==> src/rtl/plp_pkg.sv <==
// Package for the positional insert/delete list.
// Holds field widths, the request kind codes and the sequencer states; no dependencies.
package plp_pkg;

  localparam int unsigned DataW  = 32;
  localparam int unsigned PosW   = 4;
  localparam int unsigned CountW = 5;

  // Request kinds carried in the kind field.
  typedef enum logic [1:0] {
    KIND_INSERT = 2'd0,
    KIND_REMOVE = 2'd1,
    KIND_READ   = 2'd2,
    KIND_NONE   = 2'd3
  } kind_e;

  // Sequencer states.
  typedef enum logic [2:0] {
    ST_IDLE,
    ST_INS_RD,
    ST_INS_WR,
    ST_INS_PUT,
    ST_REM_RD,
    ST_REM_WR,
    ST_READ_WAIT,
    ST_DONE
  } state_e;

endpackage

==> src/rtl/plp_if.sv <==
// Handshake interfaces for the request and result channels of the list.
// Depends on plp_pkg for the field widths.
interface plp_req_if;
  logic                         valid;
  logic                         ready;
  logic [1:0]                   kind;
  logic [plp_pkg::PosW-1:0]     position;
  logic signed [plp_pkg::DataW-1:0] new_value;

  modport source (output valid, kind, position, new_value, input ready);
  modport sink   (input valid, kind, position, new_value, output ready);
endinterface

interface plp_rsp_if;
  logic                             valid;
  logic                             ready;
  logic signed [plp_pkg::DataW-1:0] read_value;
  logic [plp_pkg::CountW-1:0]       entry_count;
  logic                             is_empty;
  logic                             insert_dropped;
  logic                             read_out_of_range;

  modport source (output valid, read_value, entry_count, is_empty, insert_dropped,
                  read_out_of_range, input ready);
  modport sink   (input valid, read_value, entry_count, is_empty, insert_dropped,
                  read_out_of_range, output ready);
endinterface

==> src/rtl/positional_insert_delete_list.sv <==
// Positional insert/delete list, one request at a time.
// Insert at p moves the entries from p up by one, remove at p moves the entries after p
// down by one, one entry at a time through the single memory read port and write port.
// A request is taken only when the last one is done; the result register lets the next
// request in while a result waits.
// Reset clears the count and the control state; the entry memory is not cleared.
module positional_insert_delete_list #(
  parameter int unsigned CAPACITY = 16
) (
  input  logic        clk_i,
  input  logic        rst_ni,
  plp_req_if.sink     req_i,
  plp_rsp_if.source   rsp_o
);

  localparam int unsigned AddrW = (CAPACITY > 1) ? $clog2(CAPACITY) : 1;
  localparam int unsigned CntW  = $clog2(CAPACITY + 1);

  logic                      we;
  logic [AddrW-1:0]          waddr;
  logic [plp_pkg::DataW-1:0] wdata;
  logic                      re;
  logic [AddrW-1:0]          raddr;
  logic [plp_pkg::DataW-1:0] rdata;
  logic [plp_pkg::DataW-1:0] read_value;

  // Sequencer and result register.
  plp_seq #(
    .Capacity (CAPACITY),
    .AddrW    (AddrW),
    .CntW     (CntW)
  ) u_seq (
    .clk_i               (clk_i),
    .rst_ni              (rst_ni),
    .req_valid_i         (req_i.valid),
    .req_ready_o         (req_i.ready),
    .kind_i              (req_i.kind),
    .position_i          (req_i.position),
    .new_value_i         (req_i.new_value),
    .rsp_valid_o         (rsp_o.valid),
    .rsp_ready_i         (rsp_o.ready),
    .read_value_o        (read_value),
    .entry_count_o       (rsp_o.entry_count),
    .is_empty_o          (rsp_o.is_empty),
    .insert_dropped_o    (rsp_o.insert_dropped),
    .read_out_of_range_o (rsp_o.read_out_of_range),
    .we_o                (we),
    .waddr_o             (waddr),
    .wdata_o             (wdata),
    .re_o                (re),
    .raddr_o             (raddr),
    .rdata_i             (rdata)
  );

  // Entry memory.
  plp_store #(
    .Capacity (CAPACITY),
    .AddrW    (AddrW)
  ) u_store (
    .clk_i   (clk_i),
    .we_i    (we),
    .waddr_i (waddr),
    .wdata_i (wdata),
    .re_i    (re),
    .raddr_i (raddr),
    .rdata_o (rdata)
  );

  assign rsp_o.read_value = read_value;

endmodule

==> src/rtl/plp_store.sv <==
// Entry memory of the list: one write port and one read port with registered read data.
// Depends on plp_pkg for the data width.
module plp_store #(
  parameter int unsigned Capacity = 16,
  parameter int unsigned AddrW    = 4
) (
  input  logic                        clk_i,
  input  logic                        we_i,
  input  logic [AddrW-1:0]            waddr_i,
  input  logic [plp_pkg::DataW-1:0]   wdata_i,
  input  logic                        re_i,
  input  logic [AddrW-1:0]            raddr_i,
  output logic [plp_pkg::DataW-1:0]   rdata_o
);

  logic [plp_pkg::DataW-1:0] mem_q [Capacity];
  logic [plp_pkg::DataW-1:0] rdata_q;

  // Write port.
  always_ff @(posedge clk_i) begin
    if (we_i) begin
      mem_q[waddr_i] <= wdata_i;
    end
  end

  // Registered read port.
  always_ff @(posedge clk_i) begin
    if (re_i) begin
      rdata_q <= mem_q[raddr_i];
    end
  end

  assign rdata_o = rdata_q;

endmodule

==> src/rtl/plp_seq.sv <==
// Sequencer of the list: walks the shift loops one entry at a time with a shared
// index step unit, keeps the count and holds the result register.
// Depends on plp_pkg.
module plp_seq #(
  parameter int unsigned Capacity = 16,
  parameter int unsigned AddrW    = 4,
  parameter int unsigned CntW     = 5
) (
  input  logic                             clk_i,
  input  logic                             rst_ni,
  // Request side.
  input  logic                             req_valid_i,
  output logic                             req_ready_o,
  input  logic [1:0]                       kind_i,
  input  logic [plp_pkg::PosW-1:0]         position_i,
  input  logic [plp_pkg::DataW-1:0]        new_value_i,
  // Result side.
  output logic                             rsp_valid_o,
  input  logic                             rsp_ready_i,
  output logic [plp_pkg::DataW-1:0]        read_value_o,
  output logic [plp_pkg::CountW-1:0]       entry_count_o,
  output logic                             is_empty_o,
  output logic                             insert_dropped_o,
  output logic                             read_out_of_range_o,
  // Memory port.
  output logic                             we_o,
  output logic [AddrW-1:0]                 waddr_o,
  output logic [plp_pkg::DataW-1:0]        wdata_o,
  output logic                             re_o,
  output logic [AddrW-1:0]                 raddr_o,
  input  logic [plp_pkg::DataW-1:0]        rdata_i
);

  // Common width for comparing positions against the count.
  localparam int unsigned PW = (CntW > plp_pkg::PosW) ? CntW : plp_pkg::PosW;
  // Width for presenting the count on the fixed-width result field.
  localparam int unsigned EW = (CntW > plp_pkg::CountW) ? CntW : plp_pkg::CountW;
  localparam logic [CntW-1:0] CapCount = CntW'(Capacity);

  plp_pkg::state_e state_q, state_d;
  logic [CntW-1:0]  count_q, count_d;
  logic             ovalid_q, ovalid_d;

  logic [CntW-1:0]           idx_q, idx_d;
  logic [PW-1:0]             pos_q, pos_d;
  logic [plp_pkg::DataW-1:0] val_q, val_d;
  logic [plp_pkg::DataW-1:0] rdval_q, rdval_d;
  logic                      drop_q, drop_d;
  logic                      oor_q, oor_d;

  logic [plp_pkg::DataW-1:0] out_val_q;
  logic [EW-1:0]             out_cnt_q;
  logic                      out_empty_q, out_drop_q, out_oor_q;

  logic                      load_out;
  logic                      step_up;
  logic [CntW-1:0]           idx_step;
  logic [PW-1:0]             in_pos;
  logic [PW-1:0]             count_x;
  plp_pkg::kind_e            kind;

  assign in_pos  = PW'(position_i);
  assign count_x = PW'(count_q);
  assign kind    = plp_pkg::kind_e'(kind_i);

  // Shared index unit: one increment or decrement per cycle.
  assign step_up  = (state_q == plp_pkg::ST_REM_RD) || (state_q == plp_pkg::ST_REM_WR);
  assign idx_step = step_up ? (idx_q + CntW'(1)) : (idx_q - CntW'(1));

  assign req_ready_o = (state_q == plp_pkg::ST_IDLE);

  // Next state, memory control and result flags.
  always_comb begin
    state_d  = state_q;
    count_d  = count_q;
    idx_d    = idx_q;
    pos_d    = pos_q;
    val_d    = val_q;
    rdval_d  = rdval_q;
    drop_d   = drop_q;
    oor_d    = oor_q;
    we_o     = 1'b0;
    waddr_o  = idx_q[AddrW-1:0];
    wdata_o  = rdata_i;
    re_o     = 1'b0;
    raddr_o  = idx_step[AddrW-1:0];
    load_out = 1'b0;

    case (state_q)
      plp_pkg::ST_IDLE: begin
        if (req_valid_i) begin
          rdval_d = '0;
          drop_d  = 1'b0;
          oor_d   = 1'b0;
          pos_d   = in_pos;
          val_d   = new_value_i;
          state_d = plp_pkg::ST_DONE;
          case (kind)
            plp_pkg::KIND_INSERT: begin
              if (count_q == CapCount) begin
                drop_d = 1'b1;
              end else if (in_pos >= count_x) begin
                // Append at the end.
                we_o    = 1'b1;
                waddr_o = count_q[AddrW-1:0];
                wdata_o = new_value_i;
                count_d = count_q + CntW'(1);
              end else begin
                idx_d   = count_q;
                state_d = plp_pkg::ST_INS_RD;
              end
            end
            plp_pkg::KIND_REMOVE: begin
              if (in_pos < count_x) begin
                idx_d   = in_pos[CntW-1:0];
                state_d = plp_pkg::ST_REM_RD;
              end
            end
            plp_pkg::KIND_READ: begin
              if (in_pos < count_x) begin
                re_o    = 1'b1;
                raddr_o = in_pos[AddrW-1:0];
                state_d = plp_pkg::ST_READ_WAIT;
              end else begin
                oor_d = 1'b1;
              end
            end
            default: begin
            end
          endcase
        end
      end
      // Insert: move entry idx-1 up to idx, walking down to the position.
      plp_pkg::ST_INS_RD: begin
        re_o    = 1'b1;
        state_d = plp_pkg::ST_INS_WR;
      end
      plp_pkg::ST_INS_WR: begin
        we_o  = 1'b1;
        idx_d = idx_step;
        if (PW'(idx_step) == pos_q) begin
          state_d = plp_pkg::ST_INS_PUT;
        end else begin
          state_d = plp_pkg::ST_INS_RD;
        end
      end
      plp_pkg::ST_INS_PUT: begin
        we_o    = 1'b1;
        wdata_o = val_q;
        count_d = count_q + CntW'(1);
        state_d = plp_pkg::ST_DONE;
      end
      // Remove: move entry idx+1 down to idx until the last entry.
      plp_pkg::ST_REM_RD: begin
        if (idx_step < count_q) begin
          re_o    = 1'b1;
          state_d = plp_pkg::ST_REM_WR;
        end else begin
          count_d = count_q - CntW'(1);
          state_d = plp_pkg::ST_DONE;
        end
      end
      plp_pkg::ST_REM_WR: begin
        we_o    = 1'b1;
        idx_d   = idx_step;
        state_d = plp_pkg::ST_REM_RD;
      end
      plp_pkg::ST_READ_WAIT: begin
        rdval_d = rdata_i;
        state_d = plp_pkg::ST_DONE;
      end
      plp_pkg::ST_DONE: begin
        if (!ovalid_q || rsp_ready_i) begin
          load_out = 1'b1;
          state_d  = plp_pkg::ST_IDLE;
        end
      end
      default: begin
        state_d = plp_pkg::ST_IDLE;
      end
    endcase
  end

  // Result register valid.
  always_comb begin
    ovalid_d = ovalid_q;
    if (rsp_ready_i) begin
      ovalid_d = 1'b0;
    end
    if (load_out) begin
      ovalid_d = 1'b1;
    end
  end

  // Control registers.
  always_ff @(posedge clk_i or negedge rst_ni) begin
    if (!rst_ni) begin
      state_q  <= plp_pkg::ST_IDLE;
      count_q  <= '0;
      ovalid_q <= 1'b0;
    end else begin
      state_q  <= state_d;
      count_q  <= count_d;
      ovalid_q <= ovalid_d;
    end
  end

  // Working registers of the current request.
  always_ff @(posedge clk_i) begin
    idx_q   <= idx_d;
    pos_q   <= pos_d;
    val_q   <= val_d;
    rdval_q <= rdval_d;
    drop_q  <= drop_d;
    oor_q   <= oor_d;
  end

  // Result payload register.
  always_ff @(posedge clk_i) begin
    if (load_out) begin
      out_val_q   <= rdval_q;
      out_cnt_q   <= EW'(count_q);
      out_empty_q <= (count_q == '0);
      out_drop_q  <= drop_q;
      out_oor_q   <= oor_q;
    end
  end

  assign rsp_valid_o         = ovalid_q;
  assign read_value_o        = out_val_q;
  assign entry_count_o       = out_cnt_q[plp_pkg::CountW-1:0];
  assign is_empty_o          = out_empty_q;
  assign insert_dropped_o    = out_drop_q;
  assign read_out_of_range_o = out_oor_q;

endmodule

==> src/flat_wrapper.sv <==
// flat-port wrapper written by rule: the top's interface ports become plain ports
module positional_insert_delete_list_flat 
#(
  parameter int unsigned CAPACITY = 16
)
  (clk_i, rst_ni, req_i_valid, req_i_kind, req_i_position, req_i_new_value, req_i_ready, rsp_o_valid, rsp_o_read_value, rsp_o_entry_count, rsp_o_is_empty, rsp_o_insert_dropped, rsp_o_read_out_of_range, rsp_o_ready);
  plp_req_if req_i_i ();
  plp_rsp_if rsp_o_i ();
  input  logic clk_i;
  input  logic rst_ni;
  input wire logic [$bits(req_i_i.valid)-1:0] req_i_valid;
  input wire logic [$bits(req_i_i.kind)-1:0] req_i_kind;
  input wire logic [$bits(req_i_i.position)-1:0] req_i_position;
  input wire logic [$bits(req_i_i.new_value)-1:0] req_i_new_value;
  output wire logic [$bits(req_i_i.ready)-1:0] req_i_ready;
  output wire logic [$bits(rsp_o_i.valid)-1:0] rsp_o_valid;
  output wire logic [$bits(rsp_o_i.read_value)-1:0] rsp_o_read_value;
  output wire logic [$bits(rsp_o_i.entry_count)-1:0] rsp_o_entry_count;
  output wire logic [$bits(rsp_o_i.is_empty)-1:0] rsp_o_is_empty;
  output wire logic [$bits(rsp_o_i.insert_dropped)-1:0] rsp_o_insert_dropped;
  output wire logic [$bits(rsp_o_i.read_out_of_range)-1:0] rsp_o_read_out_of_range;
  input wire logic [$bits(rsp_o_i.ready)-1:0] rsp_o_ready;
  assign req_i_i.valid = req_i_valid;
  assign req_i_i.kind = req_i_kind;
  assign req_i_i.position = req_i_position;
  assign req_i_i.new_value = req_i_new_value;
  assign req_i_ready = req_i_i.ready;
  assign rsp_o_valid = rsp_o_i.valid;
  assign rsp_o_read_value = rsp_o_i.read_value;
  assign rsp_o_entry_count = rsp_o_i.entry_count;
  assign rsp_o_is_empty = rsp_o_i.is_empty;
  assign rsp_o_insert_dropped = rsp_o_i.insert_dropped;
  assign rsp_o_read_out_of_range = rsp_o_i.read_out_of_range;
  assign rsp_o_i.ready = rsp_o_ready;
  positional_insert_delete_list #(.CAPACITY(CAPACITY)) u_core (.clk_i(clk_i), .rst_ni(rst_ni), .req_i(req_i_i), .rsp_o(rsp_o_i));
endmodule
==> config.mk <==
export PLATFORM = sky130hd
export DESIGN_NAME = positional_insert_delete_list_flat
export DESIGN_NICKNAME = d
export VERILOG_FILES = /design/src/rtl/plp_pkg.sv /design/src/rtl/plp_if.sv /design/src/rtl/positional_insert_delete_list.sv /design/src/rtl/plp_store.sv /design/src/rtl/plp_seq.sv /design/src/flat_wrapper.sv
export SDC_FILE = /design/constraint.sdc
export NUM_CORES = 1
export LEC_CHECK = 0
export ABC_AREA = 1
export BUFFER_PORTS_ARGS = -buffer_cell sky130_fd_sc_hd__buf_2
export CAP_MARGIN = 20
export CORE_ASPECT_RATIO = 2
export CORE_UTILIZATION = 58
export DETAILED_ROUTE_END_ITERATION = 7
export PLACE_DENSITY = 0.86
export SKIP_LAST_GASP = 1
export SYNTH_ARGS = -nofsm -noshare
export SYNTH_HDL_FRONTEND = slang
export SYNTH_SLANG_ARGS = --single-unit
==> constraint.sdc <==
create_clock -name clk_i -period 9 [get_ports clk_i]
set_input_delay 1.8 -clock clk_i [delete_from_list [all_inputs] [get_ports clk_i]]
set_output_delay 1.8 -clock clk_i [all_outputs]
set_load 0.05 [all_outputs]
==> load_flow_metrics.sql <==
INSERT INTO impl_metrics (metric_group, metric, value, unit) VALUES
('sta', 'clock-skew-final', '0.0174', 'ns'),
('sta', 'finalHoldViolations', '0', ''),
('routing', 'length_of_the_first_detailed_routing_pass_in_iterations', '8', ''),
('worst_setup_path', 'critPathLaunchType', 'input pin', ''),
('routing', 'vias_per_cell', '6.10', ''),
('clock_network', 'tritoncts.num_buffers', '51', ''),
('worst_setup_path', 'cp.arrival', '5.69', 'ns'),
('layout', 'finish.instance_area', '32200', 'um2'),
('placed_design', 'numPlacedInstances', '3384', ''),
('clock_network', 'worst_skew_pair.late_latency', '0.61', 'ns'),
('clock_network', 'postCtsSetupRepairBufs', '0', ''),
('clock_network', 'clock_tree.root_cell', 'sky130_fd_sc_hd__clkbuf_16', ''),
('routing', 'detail_route.iter0.violations', '3216', ''),
('sta', 'report.final.setup_viol', '0', ''),
('worst_setup_path', 'regToRegStartpoint', 'u_core.u_seq.state_q[2]', ''),
('global_route', 'grt_start_max_net_pins', '149', ''),
('yosys', 'share_of_cell_area_taken_by_muxes_after_synthesis', '0', ''),
('yosys', 'ys.flop_type', 'sky130_fd_sc_hd__edfxtp_1', ''),
('clock_network', 'cts_resized', '0', ''),
('yosys', 'synthesis.area', '29000', 'um2'),
('global_route', 'antenna_found_initial', '0', ''),
('yosys', 'main_combinational_cell_family_by_area_after_synthesis', 'simple AND/OR/NAND/NOR gates', ''),
('worst_setup_path', 'crit_fanout', '148', ''),
('global_route', 'grt.overflow.total', '0', ''),
('clock_network', 'worst_setup_hold_path_clk_slew', '0.07', 'ns'),
('die', 'core-area', '49400', 'um2'),
('die', 'fp.dieW', '160', 'um'),
('clock_network', 'clkSinkCount', '668', ''),
('placed_design', 'placement.io_buffers', '83', ''),
('yosys', 'synth-simple-area-share', '0.186', ''),
('yosys', 'synth.yosys.seq_area_share', '0.689', ''),
('routing', 'drc', '16', ''),
('layout', 'synthToLayoutAreaGrowth', '10.9', '%'),
('worst_hold_path', 'hold_path.class', 'flip-flop to flip-flop', ''),
('layout', 'layout-drive-gt1-share', '0.0936', ''),
('placed_design', 'placedInstanceArea', '30400', 'um2'),
('worst_setup_path', 'setup.worst_path.end_class', 'flip-flop', ''),
('yosys', 'syn_nets', '2780', ''),
('worst_setup_path', 'cp-startpoint', 'req_i_position[3]', ''),
('layout', 'num-nets-final', '2861', ''),
('routing', 'detail_route.wl_per_cell', '23.3', 'um'),
('yosys', 'synthesis.instances', '2721', ''),
('global_route', 'grt_use_total', '0.318', ''),
('global_route', 'vias_in_the_first_global_route', '21300', ''),
('yosys', 'synth.yosys.warnings', '0', ''),
('sta', 'max_slew_headroom', '0.232', ''),
('yosys', 'syn_avg_cell_area', '10.7', 'um2'),
('die', 'initial_core_util', '0.588', ''),
('global_route', 'grt_first_pass_wirelength', '121', 'mm'),
('status', 'status', 'complete, but fails checks', ''),
('sta', 'finalSetupTns', '0', 'ns'),
('layout', 'post_layout_nonfiller_instances', '3484', ''),
('sta', 'final-max-slew-violation-count', '0', ''),
('placed_design', 'dpl.hpwl', '47.5', 'mm'),
('worst_setup_path', 'crit_required', '9.36', 'ns'),
('flow_run', 'drv_cap', '0', ''),
('sta', 'tightestPinTransition', '1.15', 'ns'),
('sta', 'timing.final.crit_period', '5.33', 'ns'),
('placed_design', 'globalplace.congestion', '0.936', ''),
('yosys', 'async_sr_flop_fraction', '0.0135', ''),
('clock_network', 'htreeDepth', '2', ''),
('worst_setup_path', 'worst-setup-path-type', 'input pin to flip-flop', ''),
('sta', 'rsz_0062_raised_after_global_routing', 'false', ''),
('yosys', 'synthAdderAreaFrac', '0.00758', ''),
('yosys', 'synth.ff_latch_count', '668', ''),
('routing', 'route.vias.total', '21300', ''),
('die', 'die_area', '51000', 'um2'),
('status', 'violated_checks', 'design-rule violations', ''),
('routing', 'final_antenna_net_count', '0', ''),
('clock_network', 'cts_tree', 'done', ''),
('yosys', 'synth_xor_area_frac', '0.00271', ''),
('layout', 'diodes', '0', ''),
('clock_network', 'cts_hold_buf', '0', ''),
('die', 'dieHeight', '318', 'um'),
('worst_hold_path', 'worst_hold_startpoint', 'u_core.u_seq.rdval_q[7]', ''),
('die', 'floorplan.io_pins', '84', ''),
('yosys', 'yosys.cell_types.count', '36', ''),
('routing', 'routed_wirelength', '81.1', 'mm'),
('yosys', 'synth_enable_flop_cells', '659', ''),
('die', 'placement_rows', '115', ''),
('sta', 'period_share', '0.592', ''),
('yosys', 'synth-compound-area-share', '0.0166', ''),
('sta', 'maxClockFrequency', '188', 'MHz'),
('clock_network', 'clock_tree.buffer_depth', '3', '');
kinds of logic (layout without fill, tap and decap cells):
logic type,count (synthesis),after routing
buf+inv,719,839
flops,668,668
compound gates,73,73
fa+ha+maj,17,17
xor+xnor,9,9
simple gates,1235,1235
worst max-delay path, cell delays in order:
cell	delay, ns
sky130_fd_sc_hd__buf_2	0.12
sky130_fd_sc_hd__ha_1	0.29
sky130_fd_sc_hd__inv_1	0.04
sky130_fd_sc_hd__nor2_1	0.09
sky130_fd_sc_hd__nand2_1	0.06
sky130_fd_sc_hd__nand2_1	0.10
sky130_fd_sc_hd__inv_1	0.07
sky130_fd_sc_hd__nand3_2	0.29
sky130_fd_sc_hd__nand2_2	0.45
sky130_fd_sc_hd__nand2_8	0.84
sky130_fd_sc_hd__buf_4	0.69
sky130_fd_sc_hd__nand2_1	0.23
sky130_fd_sc_hd__nand3_1	0.17
sky130_fd_sc_hd__nand3_1	0.09
sky130_fd_sc_hd__nand3_1	0.11
sky130_fd_sc_hd__nand2_1	0.07
worst paths after layout:
kind,slack [ns],to,depth (start not counted)
worst max-delay path,3.67,u_core.u_store.rdata_o[26],16
worst max register to register,3.98,u_core.u_store.rdata_o[11],17
worst min register to register,0.42,u_core.u_seq.read_value_o[7],0
min in group asynchronous,1.07,u_core.u_seq.rsp_valid_o,1
max in group asynchronous,7.69,u_core.u_seq.count_q[0],1
worst min-delay path,0.42,u_core.u_seq.read_value_o[7],0
per-stage QoR:
step	worst slack (ns)	hold WS [ns]	utilization
CTS	3.81	0.421	0.650
finish	3.67	0.420	0.653
global placement	3.16	0.401	0.612
floorplan	3.95	0.400	-
detailed placement	3.20	0.405	0.616
global route	3.55	0.425	0.653
layout by cell type, fill, tap and decap left out, types with 3 or more instances in the layout:
| cell | n |
|---|---|
| sky130_fd_sc_hd__edfxtp_1 | 659 |
| sky130_fd_sc_hd__nand2_1 | 618 |
| sky130_fd_sc_hd__inv_1 | 592 |
| sky130_fd_sc_hd__nand3_1 | 531 |
| sky130_fd_sc_hd__buf_2 | 83 |
| sky130_fd_sc_hd__buf_4 | 55 |
| sky130_fd_sc_hd__clkbuf_16 | 53 |
| sky130_fd_sc_hd__nor2_1 | 46 |
| sky130_fd_sc_hd__o211ai_1 | 38 |
| sky130_fd_sc_hd__o21ai_0 | 20 |
| sky130_fd_sc_hd__nor2_4 | 19 |
| sky130_fd_sc_hd__ha_1 | 16 |
| sky130_fd_sc_hd__clkinv_2 | 11 |
| sky130_fd_sc_hd__clkinv_1 | 10 |
| sky130_fd_sc_hd__buf_12 | 10 |
| sky130_fd_sc_hd__dfrtp_1 | 9 |
| sky130_fd_sc_hd__bufinv_16 | 8 |
| sky130_fd_sc_hd__a21oi_1 | 7 |
| sky130_fd_sc_hd__clkbuf_1 | 7 |
| sky130_fd_sc_hd__xor2_1 | 6 |
| sky130_fd_sc_hd__nand3_2 | 4 |
| sky130_fd_sc_hd__nor3_1 | 4 |
| sky130_fd_sc_hd__inv_2 | 3 |
| sky130_fd_sc_hd__nand4_1 | 3 |
| sky130_fd_sc_hd__xnor2_1 | 3 |
| sky130_fd_sc_hd__o21ai_4 | 3 |
| sky130_fd_sc_hd__clkinvlp_4 | 3 |
cell usage after synthesis, types with 4 or more instances:
| cell type | number | area (um2) |
|---|---|---|
| sky130_fd_sc_hd__buf_2 | 71 | 355 |
| sky130_fd_sc_hd__inv_1 | 593 | 2230 |
| sky130_fd_sc_hd__dfrtp_1 | 9 | 225 |
| sky130_fd_sc_hd__ha_1 | 16 | 200 |
| sky130_fd_sc_hd__nand2_1 | 618 | 2320 |
| sky130_fd_sc_hd__a21oi_1 | 7 | 35.0 |
| sky130_fd_sc_hd__buf_1 | 5 | 18.8 |
| sky130_fd_sc_hd__nand3_1 | 531 | 2660 |
| sky130_fd_sc_hd__xor2_1 | 6 | 52.6 |
| sky130_fd_sc_hd__nor3_1 | 4 | 20.0 |
| sky130_fd_sc_hd__edfxtp_1 | 659 | 19800 |
| sky130_fd_sc_hd__nand3_2 | 4 | 40.0 |
| sky130_fd_sc_hd__o21ai_0 | 20 | 100 |
| sky130_fd_sc_hd__buf_4 | 11 | 82.6 |
| sky130_fd_sc_hd__o211ai_1 | 38 | 285 |
| sky130_fd_sc_hd__nor2_1 | 64 | 240 |
| sky130_fd_sc_hd__clkbuf_1 | 32 | 120 |
per-layer routing:
metal | vias to the layer above | share of wire | track usage
met4 | 2 | 0.087 | 0.236
met3 | 518 | 0.11 | 0.0492
met1 | 9827 | 0.30 | 0.347
met5 | - | 0.00028 | 0.00484
li1 | 9017 | - | -
met2 | 1904 | 0.50 | 0.557
final cells by class:
cell class / instances / area [um2]
Clock inverter: 32 / 365
Timing Repair Buffer: 150 / 1080
Fill cell: 3196 / 17100
Sequential cell: 668 / 20000
Clock buffer: 60 / 1350
Multi-Input combinational cell: 1334 / 6360
Tap cell: 643 / 805
Inverter: 597 / 2240
state kept, by name (all words and copies together) (netlist names):
signal and count:
u_core.u_store.mem_q 512, u_core.u_seq.rdval_q 32, u_core.u_seq.read_value_o 32, u_core.u_seq.val_q 32, u_core.u_store.rdata_o 32, u_core.u_seq.count_q 5, u_core.u_seq.entry_count_o 5, u_core.u_seq.idx_q 5
u_core.u_seq.pos_q 4, u_core.u_seq.state_q 3, u_core.u_seq.drop_q 1, u_core.u_seq.insert_dropped_o 1, u_core.u_seq.is_empty_o 1, u_core.u_seq.oor_q 1, u_core.u_seq.read_out_of_range_o 1, u_core.u_seq.rsp_valid_o 1
Power is not shown: default switching activity piles up to over one toggle a cycle in this logic, so the estimate is an artifact.
